--- src/rtl/core/afd_pkg.sv ---
// Shared types, codes and constants for the API frame framer and deframer.
package afd_pkg;

  localparam int unsigned MAX_PAYLOAD_DEF = 256;
  localparam int unsigned HDR_LEN         = 5;

  localparam logic [7:0] SOF_BYTE    = 8'h7E;
  localparam logic [7:0] API_ID      = 8'h01;
  localparam logic [7:0] FRAME_ID    = 8'h00;
  localparam logic [7:0] OPTIONS     = 8'h00;
  localparam logic [7:0] CSUM_TARGET = 8'hFF;

  typedef enum logic [1:0] {
    OP_TX      = 2'd0,
    OP_RX      = 2'd1,
    OP_TIMEOUT = 2'd2
  } opcode_t;

  typedef enum logic [1:0] {
    KIND_TX      = 2'd0,
    KIND_RX_DATA = 2'd1,
    KIND_STATUS  = 2'd2
  } kind_t;

  typedef enum logic [2:0] {
    ST_OK        = 3'd0,
    ST_BAD_START = 3'd1,
    ST_CSUM_ERR  = 3'd2,
    ST_SHORT     = 3'd3,
    ST_TIMEOUT   = 3'd4
  } status_t;

  typedef enum logic [2:0] {
    PH_START = 3'd0,
    PH_LENHI = 3'd1,
    PH_LENLO = 3'd2,
    PH_BODY  = 3'd3,
    PH_CSUM  = 3'd4
  } rx_phase_t;

  // Position of a line byte within a transmitted frame
  typedef enum logic [3:0] {
    POS_SOF    = 4'd0,
    POS_LENHI  = 4'd1,
    POS_LENLO  = 4'd2,
    POS_API    = 4'd3,
    POS_FID    = 4'd4,
    POS_ADDRHI = 4'd5,
    POS_ADDRLO = 4'd6,
    POS_OPT    = 4'd7,
    POS_DATA   = 4'd8,
    POS_CSUM   = 4'd9
  } tx_pos_t;

  // What one transmit word leaves for the emitter
  typedef struct packed {
    logic        hdr;
    logic        csum_en;
    logic [15:0] flen;
    logic [15:0] addr;
    logic [7:0]  data;
    logic [7:0]  csum;
  } tx_desc_t;

  // The single result a receive or timeout word may cause
  typedef struct packed {
    logic       valid;
    kind_t      kind;
    logic [7:0] data;
    status_t    status;
  } rx_res_t;

endpackage

--- src/rtl/core/afd_tx.sv ---
// Transmit framer state: remaining payload count, running body sum, frame descriptor.
module afd_tx #(
  parameter int unsigned MAX_PAYLOAD = afd_pkg::MAX_PAYLOAD_DEF
) (
  input  logic             clk,
  input  logic             rst_n,
  input  logic             tx_en,
  input  logic [7:0]       data_byte,
  input  logic [15:0]      dest_address,
  input  logic [8:0]       payload_length,
  output afd_pkg::tx_desc_t desc
);
  import afd_pkg::*;

  localparam int unsigned RW = $clog2(MAX_PAYLOAD + 1);

  logic [RW-1:0] tx_remaining_r, tx_remaining_nxt;
  logic [7:0]    tx_sum_r, tx_sum_nxt;
  logic          start;
  logic [16:0]   n17;
  logic [RW-1:0] n_cur;
  logic [7:0]    sum_base;
  logic [7:0]    sum_new;

  always_comb begin
    start = (tx_remaining_r == '0);
    // clamp the frame length to one .. MAX_PAYLOAD
    if (payload_length == 9'd0) begin
      n17 = 17'd1;
    end else if (17'(payload_length) > 17'(MAX_PAYLOAD)) begin
      n17 = 17'(MAX_PAYLOAD);
    end else begin
      n17 = 17'(payload_length);
    end
    n_cur    = start ? n17[RW-1:0] : tx_remaining_r;
    sum_base = start ? 8'(API_ID + FRAME_ID + dest_address[15:8] + dest_address[7:0] + OPTIONS)
                     : tx_sum_r;
    sum_new  = sum_base + data_byte;
    tx_remaining_nxt = n_cur - RW'(1);
    tx_sum_nxt       = sum_new;

    desc.hdr     = start;
    desc.csum_en = (tx_remaining_nxt == '0);
    desc.flen    = 16'(n17 + 17'(HDR_LEN));
    desc.addr    = dest_address;
    desc.data    = data_byte;
    desc.csum    = CSUM_TARGET - sum_new;
  end

  always_ff @(posedge clk) begin
    if (!rst_n) begin
      tx_remaining_r <= '0;
      tx_sum_r       <= '0;
    end else if (tx_en) begin
      tx_remaining_r <= tx_remaining_nxt;
      tx_sum_r       <= tx_sum_nxt;
    end
  end

endmodule

--- src/rtl/core/afd_rx.sv ---
// Receive deframer: start, length, body and checksum phases with status reporting.
module afd_rx (
  input  logic             clk,
  input  logic             rst_n,
  input  logic             rx_en,
  input  logic             tmo_en,
  input  logic [7:0]       data_byte,
  output afd_pkg::rx_res_t res
);
  import afd_pkg::*;

  rx_phase_t   phase_r, phase_nxt;
  logic [15:0] len_r, len_nxt;
  logic [15:0] cnt_r, cnt_nxt;
  logic [7:0]  sum_r, sum_nxt;
  logic [7:0]  sum_add;
  logic [15:0] cnt_inc;

  always_ff @(posedge clk) begin
    if (!rst_n) begin
      phase_r <= PH_START;
      len_r   <= '0;
      cnt_r   <= '0;
      sum_r   <= '0;
    end else begin
      phase_r <= phase_nxt;
      len_r   <= len_nxt;
      cnt_r   <= cnt_nxt;
      sum_r   <= sum_nxt;
    end
  end

  always_comb begin
    phase_nxt  = phase_r;
    len_nxt    = len_r;
    cnt_nxt    = cnt_r;
    sum_nxt    = sum_r;
    sum_add    = sum_r + data_byte;
    cnt_inc    = cnt_r + 16'd1;
    res.valid  = 1'b0;
    res.kind   = KIND_STATUS;
    res.data   = 8'h00;
    res.status = ST_OK;

    if (tmo_en) begin
      res.valid  = 1'b1;
      res.status = ST_TIMEOUT;
      phase_nxt  = PH_START;
      cnt_nxt    = '0;
      sum_nxt    = '0;
    end else if (rx_en) begin
      case (phase_r)
        PH_START: begin
          if (data_byte == SOF_BYTE) begin
            phase_nxt = PH_LENHI;
            len_nxt   = '0;
            cnt_nxt   = '0;
            sum_nxt   = '0;
          end else begin
            res.valid  = 1'b1;
            res.status = ST_BAD_START;
          end
        end
        PH_LENHI: begin
          len_nxt   = {data_byte, 8'h00};
          phase_nxt = PH_LENLO;
        end
        PH_LENLO: begin
          len_nxt = {len_r[15:8], data_byte};
          cnt_nxt = '0;
          sum_nxt = '0;
          if ({len_r[15:8], data_byte} < 16'(HDR_LEN)) begin
            res.valid  = 1'b1;
            res.status = ST_SHORT;
            phase_nxt  = PH_START;
          end else begin
            phase_nxt = PH_BODY;
          end
        end
        PH_BODY: begin
          sum_nxt = sum_add;
          cnt_nxt = cnt_inc;
          // header bytes are counted and summed but not passed on
          if (cnt_inc > 16'(HDR_LEN)) begin
            res.valid = 1'b1;
            res.kind  = KIND_RX_DATA;
            res.data  = data_byte;
          end
          if (cnt_inc >= len_r) begin
            phase_nxt = PH_CSUM;
          end
        end
        PH_CSUM: begin
          sum_nxt    = sum_add;
          res.valid  = 1'b1;
          res.status = (sum_add == CSUM_TARGET) ? ST_OK : ST_CSUM_ERR;
          phase_nxt  = PH_START;
        end
        default: begin
          phase_nxt = PH_START;
        end
      endcase
    end
  end

endmodule

--- src/rtl/core/api_frame_framer_deframer.sv ---
// Top level of the API frame framer and deframer with result sequencer and output register.
//
//  channel | direction | tdata                                   | tuser       | tlast
//  --------+-----------+-----------------------------------------+-------------+-----------
//  in_     | slave     | data_byte, dest_address, payload_length | opcode      | -
//  out_    | master    | out_byte, status                        | kind        | last
//
// Flow: a word that causes at most one result is taken every cycle while out_tready
// is high. The first transmit word of a frame yields the header and its data byte,
// and the checksum too when the frame holds one byte; the last transmit word yields
// its data byte and the checksum, each in turn through the single result register.
// Reset: synchronous, active low; clears the framer, deframer and sequencer at once.
// Stalls: out_tready low holds the result register; in_tready drops while the
// results of the word in the sequencer are still to be moved out.
module api_frame_framer_deframer #(
  parameter int unsigned MAX_PAYLOAD = afd_pkg::MAX_PAYLOAD_DEF
) (
  input  logic        clk,
  input  logic        rst_n,
  // input word
  input  logic        in_tvalid,
  output logic        in_tready,
  input  logic [39:0] in_tdata,   // [7:0] data_byte, [23:8] dest_address, [32:24] payload_length
  input  logic [1:0]  in_tuser,   // [1:0] opcode
  // result word
  output logic        out_tvalid,
  input  logic        out_tready,
  output logic [15:0] out_tdata,  // [7:0] out_byte, [10:8] status
  output logic [1:0]  out_tuser,  // [1:0] kind
  output logic        out_tlast   // last result of the input word
);
  import afd_pkg::*;

  logic        in_acc;
  logic        tx_en, rx_en, tmo_en;
  tx_desc_t    tx_desc;
  rx_res_t     rx_res;

  // sequencer: the word whose results are being moved out
  logic        w_valid_r, w_valid_nxt;
  logic        w_tx_r;
  tx_desc_t    w_desc_r;
  rx_res_t     w_rx_r;
  tx_pos_t     w_pos_r, w_pos_nxt;
  logic        w_last;

  // result register
  logic        out_valid_r, out_valid_nxt;
  logic [7:0]  out_byte_r;
  status_t     out_status_r;
  kind_t       out_kind_r;
  logic        out_last_r;
  logic        out_ld;

  logic [7:0]  seq_byte;
  status_t     seq_status;
  kind_t       seq_kind;

  assign in_acc = in_tvalid && in_tready;
  assign tx_en  = in_acc && (opcode_t'(in_tuser) == OP_TX);
  assign rx_en  = in_acc && (opcode_t'(in_tuser) == OP_RX);
  assign tmo_en = in_acc && (opcode_t'(in_tuser) == OP_TIMEOUT);

  afd_tx #(
    .MAX_PAYLOAD(MAX_PAYLOAD)
  ) u_tx (
    .clk           (clk),
    .rst_n         (rst_n),
    .tx_en         (tx_en),
    .data_byte     (in_tdata[7:0]),
    .dest_address  (in_tdata[23:8]),
    .payload_length(in_tdata[32:24]),
    .desc          (tx_desc)
  );

  afd_rx u_rx (
    .clk      (clk),
    .rst_n    (rst_n),
    .rx_en    (rx_en),
    .tmo_en   (tmo_en),
    .data_byte(in_tdata[7:0]),
    .res      (rx_res)
  );

  // Pick the result at the current sequencer position
  always_comb begin
    seq_byte   = 8'h00;
    seq_status = ST_OK;
    seq_kind   = KIND_TX;
    w_last     = 1'b1;
    if (w_tx_r) begin
      w_last = (w_pos_r == POS_CSUM) || ((w_pos_r == POS_DATA) && !w_desc_r.csum_en);
      case (w_pos_r)
        POS_SOF:    seq_byte = SOF_BYTE;
        POS_LENHI:  seq_byte = w_desc_r.flen[15:8];
        POS_LENLO:  seq_byte = w_desc_r.flen[7:0];
        POS_API:    seq_byte = API_ID;
        POS_FID:    seq_byte = FRAME_ID;
        POS_ADDRHI: seq_byte = w_desc_r.addr[15:8];
        POS_ADDRLO: seq_byte = w_desc_r.addr[7:0];
        POS_OPT:    seq_byte = OPTIONS;
        POS_DATA:   seq_byte = w_desc_r.data;
        POS_CSUM:   seq_byte = w_desc_r.csum;
        default:    seq_byte = 8'h00;
      endcase
    end else begin
      seq_byte   = w_rx_r.data;
      seq_status = w_rx_r.status;
      seq_kind   = w_rx_r.kind;
    end
  end

  // Advance the result register whenever it is empty or being drained
  assign out_ld    = w_valid_r && (!out_valid_r || out_tready);
  // Take a new word once the last result of the current one moves out
  assign in_tready = !w_valid_r || (out_ld && w_last);

  always_comb begin
    w_valid_nxt = w_valid_r;
    w_pos_nxt   = w_pos_r;
    if (out_ld) begin
      if (w_last) begin
        w_valid_nxt = 1'b0;
      end else begin
        w_pos_nxt = tx_pos_t'(w_pos_r + 4'd1);
      end
    end
    if (tx_en) begin
      w_valid_nxt = 1'b1;
      w_pos_nxt   = tx_desc.hdr ? POS_SOF : POS_DATA;
    end else if (rx_en || tmo_en) begin
      w_valid_nxt = rx_res.valid;
    end
    out_valid_nxt = out_ld ? 1'b1 : (out_valid_r && !out_tready);
  end

  always_ff @(posedge clk) begin
    if (!rst_n) begin
      w_valid_r   <= 1'b0;
      out_valid_r <= 1'b0;
    end else begin
      w_valid_r   <= w_valid_nxt;
      out_valid_r <= out_valid_nxt;
    end
  end

  // Payload: load the sequencer on accept, the result register on advance
  always_ff @(posedge clk) begin
    w_pos_r <= w_pos_nxt;
    if (in_acc) begin
      w_tx_r   <= tx_en;
      w_desc_r <= tx_desc;
      w_rx_r   <= rx_res;
    end
    if (out_ld) begin
      out_byte_r   <= seq_byte;
      out_status_r <= seq_status;
      out_kind_r   <= seq_kind;
      out_last_r   <= w_last;
    end
  end

  assign out_tvalid = out_valid_r;
  assign out_tdata  = {5'd0, out_status_r, out_byte_r};
  assign out_tuser  = out_kind_r;
  assign out_tlast  = out_last_r;

endmodule

--- config.mk ---
export PLATFORM = sky130hd
export DESIGN_NAME = api_frame_framer_deframer
export DESIGN_NICKNAME = d
export VERILOG_FILES = /design/src/rtl/core/afd_pkg.sv /design/src/rtl/core/afd_tx.sv /design/src/rtl/core/afd_rx.sv /design/src/rtl/core/api_frame_framer_deframer.sv
export SDC_FILE = /design/constraint.sdc
export NUM_CORES = 1
export LEC_CHECK = 0
export ABC_AREA = 0
export BUFFER_PORTS_ARGS = -buffer_cell sky130_fd_sc_hd__buf_2
export CORE_MARGIN = 2
export CORE_UTILIZATION = 43
export DETAILED_ROUTE_END_ITERATION = 8
export MAX_ROUTING_LAYER = met4
export PLACE_DENSITY_LB_ADDON = 0.3
export SYNTH_ARGS = -nofsm -noshare
export SYNTH_HDL_FRONTEND = slang
export SYNTH_SLANG_ARGS = --single-unit
--- constraint.sdc ---
create_clock -name clk -period 6.4 [get_ports clk]
set_clock_uncertainty 0.1 [all_clocks]
set_input_delay 1.28 -clock clk [delete_from_list [all_inputs] [get_ports clk]]
set_output_delay 1.28 -clock clk [all_outputs]
set_load 0.005 [all_outputs]
* Word-level counts from Yosys, hierarchy flattened
Cells that the tools add are included.
** Storage, ports and cells
- Word-level logic and storage cells :: 138
- Register bits :: 143
- Input bits :: 46
** Cells by class
- Bitwise gates (word level) :: 6
- Add/sub/neg operators :: 9
- Mux-type cells :: 36
- Reduce and logical (&&, ||, !) cells :: 41
- Equal/unequal tests :: 18
- Order comparisons :: 4
** Operator list (count)
- 16-bit case mux with 3 select lines :: 2
- 8-bit case mux with 8 select lines :: 1
- 9-bit logical NOT :: 3
- 9-bit 2-to-1 mux :: 3
- 8-bit adder :: 3
- 8-bit 2-to-1 mux :: 3
- 8-bit case mux with 3 select lines :: 1
- 16-bit by 1-bit adder with 16-bit output (second input constant) :: 1
- 16-bit by 3-bit adder with 16-bit output (second input constant) :: 1
- 16-bit >= comparator :: 1
- 16-bit by 3-bit greater-than comparator with 1-bit output (second input constant) :: 1
- 16-bit by 3-bit less-than comparator with 1-bit output (second input constant) :: 1
- 16-bit 2-to-1 mux :: 1
- 4-bit 2-to-1 mux :: 4
- 3-bit nonzero test :: 5
- 14-bit 2-to-1 mux :: 1
- 3-bit case mux with 4 select lines :: 1
- 11-bit 2-to-1 mux :: 1
- 1-bit 2-to-1 mux :: 10
- 10-bit 2-to-1 mux :: 1
- 9-bit greater-than comparator (second input constant) :: 1
- 3-bit case mux with 3 select lines :: 1
- 3-bit AND reduction :: 3
- 9-bit by 1-bit subtractor with 9-bit output (second input constant) :: 1
- 33 further kinds :: 63

* Depth between registers and ports, before layout
- Depth in word-level cells :: 12
- Depth in mapped cells :: 18

* Modules after synthesis
Synthesis repeated with hierarchy kept, for this count alone.
** Second synthesis, totals
- Cells, all modules :: 931
- Area, all modules :: 8902.3 um^2
** Modules (own cells, without submodules)
- api_frame_framer_deframer :: cells each 225, times used 1, area an instance 3435.8 um^2
- afd_rx :: cells each 414, times used 1, area an instance 3273.1 um^2
- afd_tx :: cells each 292, times used 1, area an instance 2193.4 um^2

* Least setup slack after synthesis
OpenSTA, ideal clock, no wires.
- Path kind :: input to register
- From :: input in_tdata[8]
- To :: register u_tx.tx_sum_r[7]
- Path slack :: 2354 ps
- Arrival :: 3863 ps
- Stages on the path :: 18
- Cells stage by stage :: inv_1 -> ha_1 -> fa_1 -> nor2b_1 -> o21ai_0 -> nand2b_1 -> a21o_1 -> a21oi_1 -> xor2_1 -> o21ai_0 -> ha_1 -> o21a_1 -> nor2_1 -> a31oi_1 -> xnor2_1 -> inv_1 -> or3_1 -> o221ai_1
** Between the ends
- Longest elaborated chain between the ends :: 3
** RTL lines
- from (decl) :: RTL line api_frame_framer_deframer.sv:23 : input logic [39:0] in_tdata,
- 8-bit adder :: RTL line afd_tx.sv:36 : sum_base = start ? 8'(API_ID + FRAME_ID + dest_address[15:8] + dest_address[7:0] + OPTIONS)
- 8-bit 2-to-1 mux :: RTL line afd_tx.sv:36
- 8-bit adder :: RTL line afd_tx.sv:38 : sum_new = sum_base + data_byte;
- to (signal assigned) :: RTL line afd_tx.sv:56 : tx_sum_r <= tx_sum_nxt;
- to (decl) :: RTL line afd_tx.sv:18 : logic [7:0] tx_sum_r, tx_sum_nxt;
No other way between the ends.
A chain may end at the register's enable or synchronous reset.

* Final worst setup path
- From :: input in_tdata[16]
- To :: register u_tx.tx_sum_r[7]
** Between the ends
- Longest elaborated chain between the ends :: 4
** RTL lines (RTL line)
- 1-bit by 8-bit adder with 8-bit output :: afd_tx.sv:36
- 8-bit adder :: afd_tx.sv:36
- 8-bit 2-to-1 mux :: afd_tx.sv:36
- 8-bit adder :: afd_tx.sv:38
No other way between the ends.

==> impl_metrics.env <==
export IMPL_die_h_um=140
export IMPL_path_cells="buf_2 > inv_1 > ha_1 > fa_1 > nor2b_1 > o21ai_0 > nand2b_1 > a21o_1 > a21oi_1 > xor2_1 > o21ai_0 > ha_1 > o21a_1 > nor2_1 > a31oi_1 > xnor2_1 > inv_1 > or3_1 > o221ai_1"
export IMPL_cts_sinks=137
export IMPL_status="finished with violations"
export IMPL_powerDensity_nw_per_um2=272
export IMPL_core_area_um2=18100
export IMPL_crit_end="u_tx.tx_sum_r[7]"
export IMPL_grt_pass1_vias=5930
export IMPL_clkTransAtPathRegs_ns=0.05
export IMPL_grt_overflow=0
export IMPL_grt_total_usage=0.206
export IMPL_drt_wl_total_um=19100
export IMPL_cts_buffers_inserted=17
export IMPL_syn_area_um2=7960
export IMPL_drt_vias_per_instance=5.60
export IMPL_leakage_nw=3.48
export IMPL_io_buffers=54
export IMPL_htree_levels=4
export IMPL_diodes=0
export IMPL_max_freq_mhz=248
export IMPL_cp_arrival_ns=4.28
export IMPL_routedWlPerCell_um=16.8
export IMPL_r2r_start="u_rx.cnt_r[0]"
export IMPL_drtIter0Drc=645
export IMPL_rsz0062_at_grt="no"
export IMPL_firstDrtPassIters=9
export IMPL_path_class="input pin to register"
export IMPL_crit_path_start_kind="input pin"
export IMPL_vias=6369
export IMPL_hp_class="register to register"
export IMPL_crit_path_start="in_tdata[16]"
export IMPL_grt_pass1_wl_um=31100
export IMPL_synth_ff_type="edfxtp_1"
export IMPL_synth_cell_types=73
export IMPL_max_stage_delay_ns=0.36
export IMPL_ios=67
export IMPL_cts_resized=0
export IMPL_drc_errors=6
export IMPL_postSynthCellCount=860
export IMPL_die_x_um=140
export IMPL_dpl_hpwl_um=13300
export IMPL_clk_latency_ns=0.42
export IMPL_cp_depth=19
export IMPL_finalCritPeriodShare=0.631
export IMPL_final_hold_viol_count=0
export IMPL_yosys_warnings=0
export IMPL_setup_viol=0
export IMPL_synthArstFlopShare=0
export IMPL_mostFrequentLayoutCells="82 x nand2_1, 75 x edfxtp_1, 62 x dfxtp_1, 60 x inv_1, 58 x nor2_1"
export IMPL_maxCapViolations=0
export IMPL_antenna_found_initial=0
export IMPL_fin_nets=991
export IMPL_ys_seq_area_frac=0.439
export IMPL_ant_nets=0
export IMPL_die_area_um2=19600
export IMPL_cts_buffer_depth=2
export IMPL_critPathTopFamily="compound AO/OA/AOI/OAI gates"
export IMPL_setup_tns_ns=0
export IMPL_r2r_cells=12
export IMPL_critPathRequiredTime_ns=6.64
export IMPL_violations="DRC"
export IMPL_slew_viol_final=0
export IMPL_path_buf_inv=3
export IMPL_syn2layout_area_growth_pct=12.4
export IMPL_holdBufCountCts=0
export IMPL_drive_gt1_frac=0.113
export IMPL_grt_max_degree=58
export IMPL_cts_tree="yes"
export IMPL_tightest_slew_ns=1.10
export IMPL_yosys_register_bits=137
export IMPL_synth_edf_count=75
export IMPL_root_buffer="clkbuf_16"
export IMPL_initial_core_util=0.440
export IMPL_fin_total_pwr_mw=2.43
export IMPL_timing_rr_end="u_rx.phase_r[1]"
export IMPL_syn_mean_instance_area_um2=9.26
export IMPL_cts_setup_buffers=0
export IMPL_critPathCaptureType="register"
export IMPL_maxSlewHeadroom=0.247
export IMPL_slowest_stage="or3_1"
export IMPL_peakVddDrop_mv=0.179
export IMPL_rrSetupSlack_ns=2.51
export IMPL_crit_fanout=4
export IMPL_fin_crit_ns=4.04
export IMPL_rows=49
export IMPL_layout_commonest_cell="nand2_1"
export IMPL_gp_congestion=0.825
## Yosys cell counts, types with 7 or more instances
cell type  instances  share of area
nand2_1           82          0.039
edfxtp_1          75           0.28
dfxtp_1           62           0.16
inv_1             61          0.029
nor2_1            58          0.027
a21oi_1           52          0.033
nand3_1           49          0.031
o21ai_0           49          0.031
ha_1              46          0.072
xnor2_1           28          0.031
nor3_1            22          0.014
clkbuf_1          21         0.0099
xor2_1            21          0.023
nor2b_1           18          0.014
a22oi_1           14          0.013
buf_2             13         0.0082
and2_1            12         0.0094
and3_1            11         0.0086
a21boi_0          10         0.0094
nand2b_1          10         0.0079
o22ai_1           10         0.0079
or3_1             10         0.0079
a21o_1             9         0.0085
a31oi_1            9         0.0071
buf_4              7         0.0066
## worst register-to-register path, stage by stage, from the launching register on
cell and delay (ns):
dfxtp_1 0.46, ha_1 0.33, nand3_1 0.39, inv_1 0.18
nand3_1 0.15, xnor2_1 0.17, ha_1 0.30, o2111ai_1 0.10
o21ai_0 0.29, a31oi_1 0.14, o311ai_0 0.71, o311ai_0 0.27
o2bb2ai_1 0.18
## area by class of cell
class,count,area (µm²)
Fill cell,1692,9140
Clock buffer,19,433
Multi-Input combinational cell,622,4040
Tap cell,229,287
Timing Repair Buffer,57,293
Clock inverter,13,178
Sequential cell,137,3490
Inverter,61,229
## worst min-delay path by stage
| stage | end | cells after the start | from | slack (ns) |
|---|---|---|---|---|
| final | u_tx.tx_sum_r[0] | 2 | u_tx.tx_sum_r[0] | 0.37 |
| after global routing | u_rx.len_r[1] | 2 | u_rx.len_r[1] | 0.39 |
| after CTS | u_tx.tx_sum_r[0] | 2 | u_tx.tx_sum_r[0] | 0.37 |
| after detailed placement | u_tx.tx_sum_r[0] | 2 | u_tx.tx_sum_r[0] | 0.36 |
| after global placement | u_tx.tx_sum_r[0] | 2 | u_tx.tx_sum_r[0] | 0.35 |
| after floorplan | u_tx.tx_sum_r[0] | 2 | u_tx.tx_sum_r[0] | 0.34 |
## layer usage
layer	share of wire	track usage	vias up	wire length, µm
met5	0	-	-	0
met4	0.022	0.0728	0	413
met3	0.057	0.0366	32	1090
met2	0.44	0.304	198	8320
met1	0.49	0.288	2987	9280
li1	-	-	3152	-
## kinds of logic after synthesis
family / count (synthesis) / synth area share
xor+xnor: 50 / 0.0559
simple gates: 307 / 0.194
other cells: 1 / 0.000471
fa+ha+maj: 49 / 0.0798
mux: 4 / 0.00534
buf+inv: 106 / 0.0574
flops: 137 / 0.439
compound gates: 206 / 0.168
## through the flow
stage / std cells / utilization / hold WS [ns] / worst slack, ns / instance area [µm²]
finish: 1138 / 0.495 / 0.370 / 2.36 / 8950
floorplan: 865 / - / 0.344 / 2.35 / 7980
global route: 1138 / 0.495 / 0.390 / 2.02 / 8950
detailed placement: 1106 / 0.461 / 0.362 / 1.93 / 8340
global placement: 1106 / 0.461 / 0.355 / 1.94 / 8340
CTS: 1138 / 0.495 / 0.370 / 2.36 / 8950
## power breakdown
group | total [mW] | internal [mW] | switching [mW]
Combinational | 0.376 | 0.146 | 0.230
Clock | 1.02 | 0.648 | 0.374
Sequential | 1.03 | 1.00 | 0.0316
Total | 2.43 | 1.79 | 0.635
## flip-flops by register name, summed over array words and instances, names as in the netlist, 4 cells and up
register             flops
u_tx.tx_sum_r            8
u_rx.sum_r               8
u_tx.tx_remaining_r      9
w_rx_r                  13
w_desc_r                43
w_pos_r                  4
u_rx.cnt_r              16
out_byte_r               8
u_rx.len_r              16
No activity file was read; power rests on OpenSTA's default activity.
